==> src/sv/dcc_pwg_pkg.sv <==
// Shared constants, codes and types of the DCC packet waveform generator.
// Depends on nothing; used by the decoder, the engine, the top level and the testbench.
`default_nettype none

package dcc_pwg_pkg;

    localparam int PREAMBLE_BITS = 12;
    localparam int TIMER_BITS    = 12;
    localparam int FRAME_LEN     = PREAMBLE_BITS + 28;
    localparam int BIT_IDX_W     = $clog2(FRAME_LEN);
    localparam int CFG_W         = 12;
    localparam int LEN_W         = (TIMER_BITS > CFG_W) ? TIMER_BITS : CFG_W;

    localparam logic [TIMER_BITS-1:0] TIMER_MAX = '1;

    localparam logic OP_TICK = 1'b0;
    localparam logic OP_LOAD = 1'b1;

    localparam logic [2:0] CMD_FORWARD  = 3'd0;
    localparam logic [2:0] CMD_BACKWARD = 3'd1;
    localparam logic [2:0] CMD_STOP     = 3'd2;
    localparam logic [2:0] CMD_IDLE     = 3'd3;
    localparam logic [2:0] CMD_FUNCTION = 3'd4;

    localparam logic [1:0] REG_LOCO_ADDRESS     = 2'd0;
    localparam logic [1:0] REG_ONE_HALF_TICKS   = 2'd1;
    localparam logic [1:0] REG_ZERO_HALF_TICKS  = 2'd2;
    localparam logic [1:0] REG_TURNOUT_REVERSED = 2'd3;

    localparam logic [7:0]  RST_LOCO_ADDRESS    = 8'd3;
    localparam logic [11:0] RST_ONE_HALF_TICKS  = 12'd58;
    localparam logic [11:0] RST_ZERO_HALF_TICKS = 12'd100;

    localparam logic [7:0] DATA_FORWARD   = 8'h63;
    localparam logic [7:0] DATA_BACKWARD  = 8'h43;
    localparam logic [7:0] DATA_STOP      = 8'h60;
    localparam logic [7:0] IDLE_ADDRESS   = 8'hFF;
    localparam logic [7:0] IDLE_DATA      = 8'h00;
    localparam logic [7:0] FUNC_LOW_BASE  = 8'h80;
    localparam logic [7:0] FUNC_HIGH_BASE = 8'hB0;
    localparam logic [3:0] FUNC_HIGH_FIRST = 4'd5;
    localparam logic [3:0] FUNC_INDEX_MAX  = 4'd8;

    typedef struct packed {
        logic                 ok;
        logic [FRAME_LEN-1:0] frame;
    } cmd_dec_t;

    typedef struct packed {
        logic level_a;
        logic level_b;
        logic sending;
        logic rejected;
    } step_res_t;

endpackage

`default_nettype wire

==> src/sv/dcc_pwg_cmd_decode.sv <==
// Command decoder: turns a command beat into a packet frame and a validity flag.
// Depends on dcc_pwg_pkg.
`default_nettype none

module dcc_pwg_cmd_decode (
    input  wire logic [2:0]          command_kind,
    input  wire logic [3:0]          function_index,
    input  wire logic [7:0]          loco_address,
    output dcc_pwg_pkg::cmd_dec_t    dec
);

    logic [7:0] addr;
    logic [7:0] data;
    logic [7:0] chk;
    logic       ok;

    always_comb
    begin
        ok   = 1'b1;
        addr = loco_address;
        data = dcc_pwg_pkg::IDLE_DATA;
        unique case (command_kind)
            dcc_pwg_pkg::CMD_FORWARD:
            begin
                data = dcc_pwg_pkg::DATA_FORWARD;
            end
            dcc_pwg_pkg::CMD_BACKWARD:
            begin
                data = dcc_pwg_pkg::DATA_BACKWARD;
            end
            dcc_pwg_pkg::CMD_STOP:
            begin
                data = dcc_pwg_pkg::DATA_STOP;
            end
            dcc_pwg_pkg::CMD_IDLE:
            begin
                addr = dcc_pwg_pkg::IDLE_ADDRESS;
                data = dcc_pwg_pkg::IDLE_DATA;
            end
            dcc_pwg_pkg::CMD_FUNCTION:
            begin
                if (function_index > dcc_pwg_pkg::FUNC_INDEX_MAX)
                begin
                    ok = 1'b0;
                end
                else if (function_index >= dcc_pwg_pkg::FUNC_HIGH_FIRST)
                begin
                    data = dcc_pwg_pkg::FUNC_HIGH_BASE
                         | (8'd1 << (function_index - dcc_pwg_pkg::FUNC_HIGH_FIRST));
                end
                else
                begin
                    data = dcc_pwg_pkg::FUNC_LOW_BASE | (8'd1 << function_index);
                end
            end
            default:
            begin
                ok = 1'b0;
            end
        endcase
    end

    assign chk = addr ^ data;

    assign dec.ok    = ok;
    assign dec.frame = {{dcc_pwg_pkg::PREAMBLE_BITS{1'b1}}, 1'b0, addr, 1'b0, data,
                        1'b0, chk, 1'b1};

endmodule

`default_nettype wire

==> src/sv/dcc_pwg_engine.sv <==
// Packet send engine: frame, bit position, half-period timer and track levels.
// Depends on dcc_pwg_pkg; fed by dcc_pwg_cmd_decode.
`default_nettype none

module dcc_pwg_engine (
    input  wire logic                  clk,
    input  wire logic                  rst_n,
    input  wire logic                  step,
    input  wire logic                  op,
    input  wire dcc_pwg_pkg::cmd_dec_t dec,
    input  wire logic [7:0]            repeat_count,
    input  wire logic [11:0]           one_half_ticks,
    input  wire logic [11:0]           zero_half_ticks,
    output dcc_pwg_pkg::step_res_t     res
);

    logic [dcc_pwg_pkg::FRAME_LEN-1:0]  frame_shift_reg, frame_shift_next;
    logic [dcc_pwg_pkg::BIT_IDX_W-1:0]  bit_index_reg, bit_index_next;
    logic                               second_half_reg, second_half_next;
    logic [dcc_pwg_pkg::TIMER_BITS-1:0] half_timer_reg, half_timer_next;
    logic [7:0]                         repeats_left_reg, repeats_left_next;
    logic                               level_a_reg, level_a_next;
    logic                               level_b_reg, level_b_next;
    logic                               sending_reg, sending_next;
    logic                               rejected;

    logic                               cur_bit;
    logic [dcc_pwg_pkg::LEN_W-1:0]      len_raw;
    logic [dcc_pwg_pkg::LEN_W-1:0]      len_clamp;
    logic [dcc_pwg_pkg::TIMER_BITS-1:0] half_len;
    logic [dcc_pwg_pkg::TIMER_BITS-1:0] timer_inc;

    assign cur_bit = frame_shift_reg[dcc_pwg_pkg::BIT_IDX_W'(dcc_pwg_pkg::FRAME_LEN - 1)
                                     - bit_index_reg];

    always_comb
    begin
        len_raw = cur_bit ? dcc_pwg_pkg::LEN_W'(one_half_ticks)
                          : dcc_pwg_pkg::LEN_W'(zero_half_ticks);
        if (len_raw == '0)
        begin
            len_clamp = dcc_pwg_pkg::LEN_W'(1);
        end
        else if (len_raw > dcc_pwg_pkg::LEN_W'(dcc_pwg_pkg::TIMER_MAX))
        begin
            len_clamp = dcc_pwg_pkg::LEN_W'(dcc_pwg_pkg::TIMER_MAX);
        end
        else
        begin
            len_clamp = len_raw;
        end
    end

    assign half_len  = len_clamp[dcc_pwg_pkg::TIMER_BITS-1:0];
    assign timer_inc = half_timer_reg + dcc_pwg_pkg::TIMER_BITS'(1);

    always_comb
    begin
        frame_shift_next  = frame_shift_reg;
        bit_index_next    = bit_index_reg;
        second_half_next  = second_half_reg;
        half_timer_next   = half_timer_reg;
        repeats_left_next = repeats_left_reg;
        level_a_next      = level_a_reg;
        level_b_next      = level_b_reg;
        sending_next      = sending_reg;
        rejected          = 1'b0;
        if (op == dcc_pwg_pkg::OP_LOAD)
        begin
            if (sending_reg || !dec.ok)
            begin
                rejected = 1'b1;
            end
            else if (repeat_count != 8'd0)
            begin
                frame_shift_next  = dec.frame;
                bit_index_next    = '0;
                repeats_left_next = repeat_count;
                sending_next      = 1'b1;
                second_half_next  = 1'b0;
                half_timer_next   = '0;
                level_a_next      = 1'b0;
                level_b_next      = 1'b1;
            end
        end
        else if (sending_reg)
        begin
            if (timer_inc < half_len)
            begin
                half_timer_next = timer_inc;
            end
            else
            begin
                half_timer_next = '0;
                if (!second_half_reg)
                begin
                    second_half_next = 1'b1;
                    level_a_next     = 1'b1;
                    level_b_next     = 1'b0;
                end
                else if (bit_index_reg == dcc_pwg_pkg::BIT_IDX_W'(dcc_pwg_pkg::FRAME_LEN - 1))
                begin
                    bit_index_next    = '0;
                    repeats_left_next = repeats_left_reg - 8'd1;
                    if (repeats_left_reg == 8'd1)
                    begin
                        sending_next     = 1'b0;
                        second_half_next = 1'b0;
                    end
                    else
                    begin
                        second_half_next = 1'b0;
                        level_a_next     = 1'b0;
                        level_b_next     = 1'b1;
                    end
                end
                else
                begin
                    bit_index_next   = bit_index_reg + dcc_pwg_pkg::BIT_IDX_W'(1);
                    second_half_next = 1'b0;
                    level_a_next     = 1'b0;
                    level_b_next     = 1'b1;
                end
            end
        end
    end

    always_ff @(posedge clk or negedge rst_n)
    begin
        if (!rst_n)
        begin
            frame_shift_reg  <= '0;
            bit_index_reg    <= '0;
            second_half_reg  <= 1'b0;
            half_timer_reg   <= '0;
            repeats_left_reg <= '0;
            level_a_reg      <= 1'b0;
            level_b_reg      <= 1'b0;
            sending_reg      <= 1'b0;
        end
        else if (step)
        begin
            frame_shift_reg  <= frame_shift_next;
            bit_index_reg    <= bit_index_next;
            second_half_reg  <= second_half_next;
            half_timer_reg   <= half_timer_next;
            repeats_left_reg <= repeats_left_next;
            level_a_reg      <= level_a_next;
            level_b_reg      <= level_b_next;
            sending_reg      <= sending_next;
        end
    end

    assign res.level_a  = level_a_next;
    assign res.level_b  = level_b_next;
    assign res.sending  = sending_next;
    assign res.rejected = rejected;

endmodule

`default_nettype wire

==> src/sv/dcc_packet_waveform_generator_core.sv <==
// Top level of the DCC packet waveform generator: input register, configuration
// registers, result register. Depends on dcc_pwg_pkg, dcc_pwg_cmd_decode, dcc_pwg_engine.
//
// Each input beat is either one time tick or a command that loads a baseline track
// packet, and each gives exactly one result beat with the track and turnout levels,
// the busy flag and the reject flag. The block takes one beat every clock cycle while
// the result side is not stalled. A beat is captured in the input register, and its
// result is written to the result register as the beat leaves the input register;
// the packet state updates in that same cycle, which sets that rate. A stalled result
// holds the input register, and the input side backs up only when both registers are
// full. Configuration writes take effect at once and should be made while no beat is
// in flight.
`default_nettype none

module dcc_packet_waveform_generator_core (
    input  wire logic        clk,
    input  wire logic        rst_n,
    input  wire logic        in_valid,
    output logic             in_ready,
    input  wire logic        op,
    input  wire logic [2:0]  command_kind,
    input  wire logic [3:0]  function_index,
    input  wire logic [7:0]  repeat_count,
    output logic             out_valid,
    input  wire logic        out_ready,
    output logic             track_a,
    output logic             track_b,
    output logic             turnout_a,
    output logic             turnout_b,
    output logic             busy_res,
    output logic             rejected,
    input  wire logic        cfg_we,
    input  wire logic [1:0]  cfg_index,
    input  wire logic [11:0] cfg_data
);

    logic        in_valid_reg;
    logic        op_reg;
    logic [2:0]  command_kind_reg;
    logic [3:0]  function_index_reg;
    logic [7:0]  repeat_count_reg;

    logic [7:0]  loco_address_reg;
    logic [11:0] one_half_ticks_reg;
    logic [11:0] zero_half_ticks_reg;
    logic        turnout_reversed_reg;

    logic        out_valid_reg;
    logic        track_a_reg;
    logic        track_b_reg;
    logic        turnout_a_reg;
    logic        turnout_b_reg;
    logic        busy_reg;
    logic        rejected_reg;

    logic                    step;
    dcc_pwg_pkg::cmd_dec_t   dec;
    dcc_pwg_pkg::step_res_t  res;

    assign step     = in_valid_reg && (!out_valid_reg || out_ready);
    assign in_ready = !in_valid_reg || step;

    always_ff @(posedge clk or negedge rst_n)
    begin
        if (!rst_n)
        begin
            in_valid_reg <= 1'b0;
        end
        else if (in_ready)
        begin
            in_valid_reg <= in_valid;
        end
    end

    always_ff @(posedge clk)
    begin
        if (in_valid && in_ready)
        begin
            op_reg             <= op;
            command_kind_reg   <= command_kind;
            function_index_reg <= function_index;
            repeat_count_reg   <= repeat_count;
        end
    end

    always_ff @(posedge clk or negedge rst_n)
    begin
        if (!rst_n)
        begin
            loco_address_reg     <= dcc_pwg_pkg::RST_LOCO_ADDRESS;
            one_half_ticks_reg   <= dcc_pwg_pkg::RST_ONE_HALF_TICKS;
            zero_half_ticks_reg  <= dcc_pwg_pkg::RST_ZERO_HALF_TICKS;
            turnout_reversed_reg <= 1'b0;
        end
        else if (cfg_we)
        begin
            unique case (cfg_index)
                dcc_pwg_pkg::REG_LOCO_ADDRESS:
                begin
                    loco_address_reg <= cfg_data[7:0];
                end
                dcc_pwg_pkg::REG_ONE_HALF_TICKS:
                begin
                    one_half_ticks_reg <= cfg_data;
                end
                dcc_pwg_pkg::REG_ZERO_HALF_TICKS:
                begin
                    zero_half_ticks_reg <= cfg_data;
                end
                dcc_pwg_pkg::REG_TURNOUT_REVERSED:
                begin
                    turnout_reversed_reg <= cfg_data[0];
                end
            endcase
        end
    end

    dcc_pwg_cmd_decode u_decode (
        .command_kind   (command_kind_reg),
        .function_index (function_index_reg),
        .loco_address   (loco_address_reg),
        .dec            (dec)
    );

    dcc_pwg_engine u_engine (
        .clk             (clk),
        .rst_n           (rst_n),
        .step            (step),
        .op              (op_reg),
        .dec             (dec),
        .repeat_count    (repeat_count_reg),
        .one_half_ticks  (one_half_ticks_reg),
        .zero_half_ticks (zero_half_ticks_reg),
        .res             (res)
    );

    always_ff @(posedge clk or negedge rst_n)
    begin
        if (!rst_n)
        begin
            out_valid_reg <= 1'b0;
        end
        else if (step)
        begin
            out_valid_reg <= 1'b1;
        end
        else if (out_ready)
        begin
            out_valid_reg <= 1'b0;
        end
    end

    always_ff @(posedge clk)
    begin
        if (step)
        begin
            track_a_reg   <= res.level_a;
            track_b_reg   <= res.level_b;
            turnout_a_reg <= turnout_reversed_reg ? res.level_b : res.level_a;
            turnout_b_reg <= turnout_reversed_reg ? res.level_a : res.level_b;
            busy_reg      <= res.sending;
            rejected_reg  <= res.rejected;
        end
    end

    assign out_valid = out_valid_reg;
    assign track_a   = track_a_reg;
    assign track_b   = track_b_reg;
    assign turnout_a = turnout_a_reg;
    assign turnout_b = turnout_b_reg;
    assign busy_res  = busy_reg;
    assign rejected  = rejected_reg;

endmodule

`default_nettype wire

==> config.mk <==
export PLATFORM = sky130hd
export DESIGN_NAME = dcc_packet_waveform_generator_core
export DESIGN_NICKNAME = d
export VERILOG_FILES = /design/src/sv/dcc_pwg_pkg.sv /design/src/sv/dcc_pwg_cmd_decode.sv /design/src/sv/dcc_pwg_engine.sv /design/src/sv/dcc_packet_waveform_generator_core.sv
export SDC_FILE = /design/constraint.sdc
export NUM_CORES = 1
export LEC_CHECK = 0
export BUFFER_PORTS_ARGS = -buffer_cell sky130_fd_sc_hd__buf_4
export CORE_ASPECT_RATIO = 1.25
export CORE_UTILIZATION = 30
export CTS_CLUSTER_SIZE = 24
export DETAILED_ROUTE_END_ITERATION = 12
export GPL_ROUTABILITY_DRIVEN = 0
export PLACE_DENSITY = 0.55
export SETUP_SLACK_MARGIN = 0.3
export SYNTH_ARGS = -nofsm -noshare
export SYNTH_HDL_FRONTEND = slang
export SYNTH_SLANG_ARGS = --single-unit
==> constraint.sdc <==
create_clock -name clk -period 5.92 [get_ports clk]
set_input_delay 1.184 -clock clk [delete_from_list [all_inputs] [get_ports clk]]
set_output_delay 1.184 -clock clk [all_outputs]
set_load 0.1 [all_outputs]
# Yosys cells after proc, flatten, opt, wreduce, memory -nomap -nowiden
# Index checks and enable logic that the tools add are counted.
# op_classes
n_div	0
n_reduce_logical	26
muxes	65
eq_ne	12
n_bitwise	2
shift	2
multipliers	0
add_sub_neg	5
order_cmp	5
# op_table
op	count
$mux W12	8
$mux W8	9
$mux W6	7
$mux W1	37
$pmux W8 S4	1
$shl A1 B4 Y7 const A	2
$add A12 B1 Y12 const B	1
$gt A12 B12 Y1 const B	1
$logic_not A12 Y1	1
$lt A12 B12 Y1	1
$eq A8 B1 Y1 const B	1
$reduce_and A2 Y1	4
$reduce_and A4 Y1	2
$reduce_bool A2 Y1	4
$reduce_bool A8 Y1	1
$sub A8 B1 Y8 const B	1
$xor A8 B8 Y8	1
$lt A6 B7 Y1 const B	1
$mux W7	1
$reduce_and A7 Y1	1
$add A6 B1 Y6 const B	1
$bmux W1 S6	1
$eq A3 B2 Y1 const B	2
$eq A6 B6 Y1 const B	1
20 further kinds	27
# word_totals
input_bits	35
mem_bits_rw	0
reg_bits	113
latch_bits	0
wordCells	141
mem_count	0
romBits	0

# Logic depth before layout (Yosys ltp)
# logic_depth
word_depth	12
ltp_mapped	20
depth_no_buf	17

# Modules after synthesis
# A second synthesis with hierarchy kept.
# unflattened
cells_unflattened	683
hier_area_um2	6889.1
# modules_own_cells
module	cells_per_inst	instances	area_each_um2	seq_area_each_um2
dcc_pwg_engine	500	1	4312.9	1751.7
dcc_packet_waveform_generator_core	104	1	2042.0	1547.7
dcc_pwg_cmd_decode	79	1	534.3	0.0

# Least setup slack after synthesis
# OpenSTA, ideal clock, no wires.
# synth_path
kind	register to register
startpoint	reg u_engine.bit_index_reg[0] (netlist bit)
endpoint	reg u_engine.repeats_left_reg[2]
n_path_buf	2
path_stages_with_launch	20
t_arrival_ns	4.413
synth_period_minus_slack_ns	4.533
setup_slack_ns	1.387
path_cell_list	dfrtp_1 -> mux4_2 -> nor2b_1 -> a2111oi_2 -> a211o_2 -> nor2_1 -> nor2_1 -> buf_2 -> mux2i_1 -> ha_1 -> a21o_1 -> a21o_1 -> a211oi_1 -> o21ai_0 -> a221oi_1 -> nand2_4 -> and3_1 -> buf_4 -> a22o_1 -> a31o_2
# synth_via
elab_chain_cells	10
elab_cells_between_ends	13
classes_between	1 x add/sub; 2 x order compare; 2 x eq/ne; 5 x mux; 3 x reduce/logical
# synth_rtl
element	line	rtl
start: declaration	dcc_pwg_engine.sv:18	logic [dcc_pwg_pkg::BIT_IDX_W-1:0] bit_index_reg, bit_index_next;
start signal: assignment	dcc_pwg_engine.sv:144	bit_index_reg <= bit_index_next;
$sub A6 B6 Y6	dcc_pwg_engine.sv:34	- bit_index_reg];
$bmux W1 S6	dcc_pwg_engine.sv:33	assign cur_bit = frame_shift_reg[dcc_pwg_pkg::BIT_IDX_W'(dcc_pwg_pkg::FRAME_LEN - 1)
$mux W1 (not written as such)	dcc_pwg_engine.sv:33	
$mux W12	dcc_pwg_engine.sv:38	len_raw = cur_bit ? dcc_pwg_pkg::LEN_W'(one_half_ticks)
$gt A12 B12 Y1	dcc_pwg_engine.sv:44	else if (len_raw > dcc_pwg_pkg::LEN_W'(dcc_pwg_pkg::TIMER_MAX))
$mux W12	dcc_pwg_engine.sv:44	
$mux W12	dcc_pwg_engine.sv:40	if (len_raw == '0)
$lt A12 B12 Y1	dcc_pwg_engine.sv:88	if (timer_inc < half_len)
$ne A2 B2 Y1 (no line)	--	
$reduce_and A7 Y1 (no line) *	--	
end signal: assignment	dcc_pwg_engine.sv:147	repeats_left_reg <= repeats_left_next;
end: declaration	dcc_pwg_engine.sv:21	logic [7:0] repeats_left_reg, repeats_left_next;
# Every way passes the cells marked *; elsewhere a longest branch is shown, timed or not. The select of a mux whose other input is x is not followed.
# A chain may end at the register's enable or synchronous reset.

# Worst setup path after layout
# layout_path
startpoint	reg u_engine.bit_index_reg[0] (netlist bit)
endpoint	reg u_engine.repeats_left_reg[6]
# Same word-level chain as after synthesis.

==> impl_metrics.csv <==
group,metric,value,unit
run_status,status,"finished clean",
sta,relSlewSlack,21.5,%
power_and_ir_drop,power_leakage,2.94,nW
cts,cts_num_sinks,112,
cts,htree_levels,3,
synthesis,synth_nets,614,
sta,finClkSkew,0.0118,ns
job,drv_cap,0,
synthesis,yosysTopAreaCell,"dfrtp_1",
worst_setup_path,critPathArrivalTime,5.30,ns
power_and_ir_drop,ir_drop,131,µV
synthesis,synth_area_per_cell,10.4,µm²
cts,cts_root_buffer,"clkbuf_16",
cts,post_cts_buffers,0,
cts,clkLatencyLatePin,0.36,ns
global_routing,groute.usage.overall,14.7,%
worst_setup_path,criticalPathCategory,"flip-flop to flip-flop",
worst_setup_path,r2r_setup_slack,0.87,ns
sta,hold_ws,0.485,ns
sta,min_period,5.05,ns
synthesis,synth_seq_cells,112,
synthesis,async_flop_share,80.4,%
sta,rsz0062_at_grt,"false",
route,wirelength_met1,5.77,mm
placement,place_area,6380,µm²
cells_and_area,largest_reg_flops,25,
placement,hpwlAfterDp,10.0,mm
cells_and_area,antenna_cells,0,
global_routing,grt_pass1_vias,4430,
synthesis,yosys-top-cells-area,"dfrtp_1 35%, edfxtp_1 11%, mux2_2 6.9%, ha_1 4.1%, dfstp_2 4.0%",
cells_and_area,final_cell_area,6670,µm²
route,drc_errors,0,
worst_setup_path,cp_max_fo,14,
cells_and_area,synthToLayoutAreaGrowth,14.1,%
sta,fin_ws,0.871,ns
worst_setup_path,critPathCaptureType,"flip-flop",
worst_setup_path,cp_data_required_time,6.17,ns
cells_and_area,nets,646,
sta,fin_crit_sh,85.3,%
route,ant_nets,0,
cts,clockBufferDepth,2,
synthesis,ys_dominant_reg_cell,"dfrtp_1",
die,rows,56,
worst_setup_path,critPathLaunchType,"flip-flop",
sta,setup_viol,0,
placement,io_buffers,42,
route,dr.pass1.iters,4,
cts,clkTransAtPathRegs,0.08,ns
sta,tns,0,ns
route,vias,4337,
global_routing,antenna_found_initial,0,
route,viasPerCell,5.23,
route,highest_layer,"met4",
synthesis,synth_top_area_share,34.7,%
cts,tritoncts,"done",
placement,place_ws,0.662,ns
route,met3_wirelength,531,µm
sta,hold_viol,0,
route,drtIter0Drc,260,
power_and_ir_drop,power.density,302,nW/µm²
sta,slew_violations,0,
synthesis,synth.cells.most_frequent,"81 x dfrtp_1, 62 x nor2_1, 56 x nand2_1",
synthesis,synth.distinct_cells,62,
synthesis,ys_seq_area_share,50.0,%
sta,tightest_slew,1.17,ns
sta,fmaxAchievable,198,MHz
synthesis,synth_cells,560,
route,wirelength,13.7,mm
global_routing,grt_max_degree,55,
synthesis,post-synth-top-count-cell,"dfrtp_1",
global_routing,grt_pass1_wl,22.7,mm
die,initial_utilization,30.9,%
die,design.core.area,18900,µm²
global_routing,gr-total-overflow,0,
cells_and_area,drive_gt1_share,20.8,%
synthesis,synth-edff-count,22,
die,die_y,158,µm
die,ios,43,
route,post_drt_wl_per_cell,16.5,µm
route,wl_met2,6.82,mm
die,fp.dieArea,20100,µm²
cts,cts_buffers,9,
synthesis,netlist_area,5850,µm²
min_path,worst_hold_path_type,"flip-flop to flip-flop",
synthesis,synth_warnings,0,
power_and_ir_drop,total_power,2.02,mW
die,die_w,127,µm
cells in the final DEF (no fill, tap or decap), drive strengths merged, types with 3 or more instances in the layout:
cell type / synthesis / routed
a221oi: 3 / 3
xnor2: 7 / 7
nand2: 57 / 57
nand3: 27 / 27
nand3b: 4 / 4
a21oi: 29 / 29
o211ai: 4 / 4
nand2b: 6 / 6
nand4: 8 / 8
buf: 8 / 45
a31oi: 6 / 6
o22ai: 4 / 4
xor2: 9 / 9
and3: 9 / 9
clkbuf: 16 / 11
edfxtp: 22 / 22
dfstp: 9 / 9
or2: 3 / 3
nor2: 63 / 63
nor4: 7 / 7
mux2: 36 / 36
a21o: 5 / 5
inv: 16 / 20
mux4: 4 / 4
a211oi: 6 / 6
nor3: 11 / 11
nor2b: 4 / 4
o31ai: 5 / 5
ha: 19 / 19
mux2i: 21 / 21
o21ai: 19 / 19
dfrtp: 81 / 81
path summary, 6_finish.rpt:
check / start / end / cells past startpoint
max in group asynchronous: rst_n / u_engine.half_timer_reg[9]$_DFFE_PN0P_ / 2
worst min-delay path: u_engine.frame_shift_reg[4]$_DFFE_PN0P_ / u_engine.frame_shift_reg[4]$_DFFE_PN0P_ / 2
worst min register to register: u_engine.frame_shift_reg[4]$_DFFE_PN0P_ / u_engine.frame_shift_reg[4]$_DFFE_PN0P_ / 2
worst max register to register: u_engine.bit_index_reg[0]$_DFFE_PN0P_ / u_engine.repeats_left_reg[6]$_DFFE_PN0P_ / 17
min in group asynchronous: rst_n / one_half_ticks_reg[8]$_DFFE_PN0P_ / 1
worst max-delay path: u_engine.bit_index_reg[0]$_DFFE_PN0P_ / u_engine.repeats_left_reg[6]$_DFFE_PN0P_ / 17
timing repair:
action | 4_1_cts | 5_1_grt
gates resized for setup | 0 | 1
hold buffers | 0 | 0
setup endpoints to repair | 0 | 1
endpoints found under the hold margin | 0 | 0
per-layer routing:
layer | GRT usage (%) | up-vias
met2 | 25.7 | 88
met4 | 7.37 | 0
li1 | - | 2093
met5 | 0 | -
met1 | 17.0 | 2128
met3 | 3.08 | 28
kinds of logic (layout without fill, tap and decap cells):
family          count (synthesis)  after routing  synth area share [%]
fa+ha+maj                      19             19                  4.06
xor+xnor                       16             16                  2.40
simple gates                  209            209                  17.0
mux                            61             61                  12.1
compound gates                103            103                  11.7
buf+inv                        40             77                  2.76
flops                         112            112                  50.0
power breakdown:
part | internal (mW) | switching [mW]
clock | 0.315 | 0.291
combinational | 0.179 | 0.241
sequential | 0.895 | 0.0965
through the flow:
| stage | util, % | cells |
|---|---|---|
| floorplan | - | 560 |
| finish | 35.3 | 829 |
| global route | 35.3 | 829 |
| global placement | 33.7 | 813 |
| CTS | 35.2 | 829 |
| detailed placement | 33.7 | 813 |
layout make-up:
class	instances	area (µm²)
fill	1931	12200
sequential	112	2920
multi-input combinational	408	2770
timing repair buffer	45	338
tap	232	290
clock buffer	11	254
inverter	16	60.1
clock inverter	5	35.0
critical path, cell delays in order, from the launching register on:
cell       delay [ns]
dfrtp_1          0.65
mux4_2           0.56
nor2b_1          0.15
a2111oi_2        0.35
a211o_2          0.19
nor2_1           0.04
nor2_1           0.31
mux2i_1          0.24
ha_1             0.27
a21o_1           0.17
a21o_1           0.17
a211oi_1         0.21
o21ai_0          0.13
a221oi_2         0.41
nand2_4          0.16
and3_1           0.34
and4_1           0.28
a311oi_1         0.31
Power figures use the tool's default switching activity.
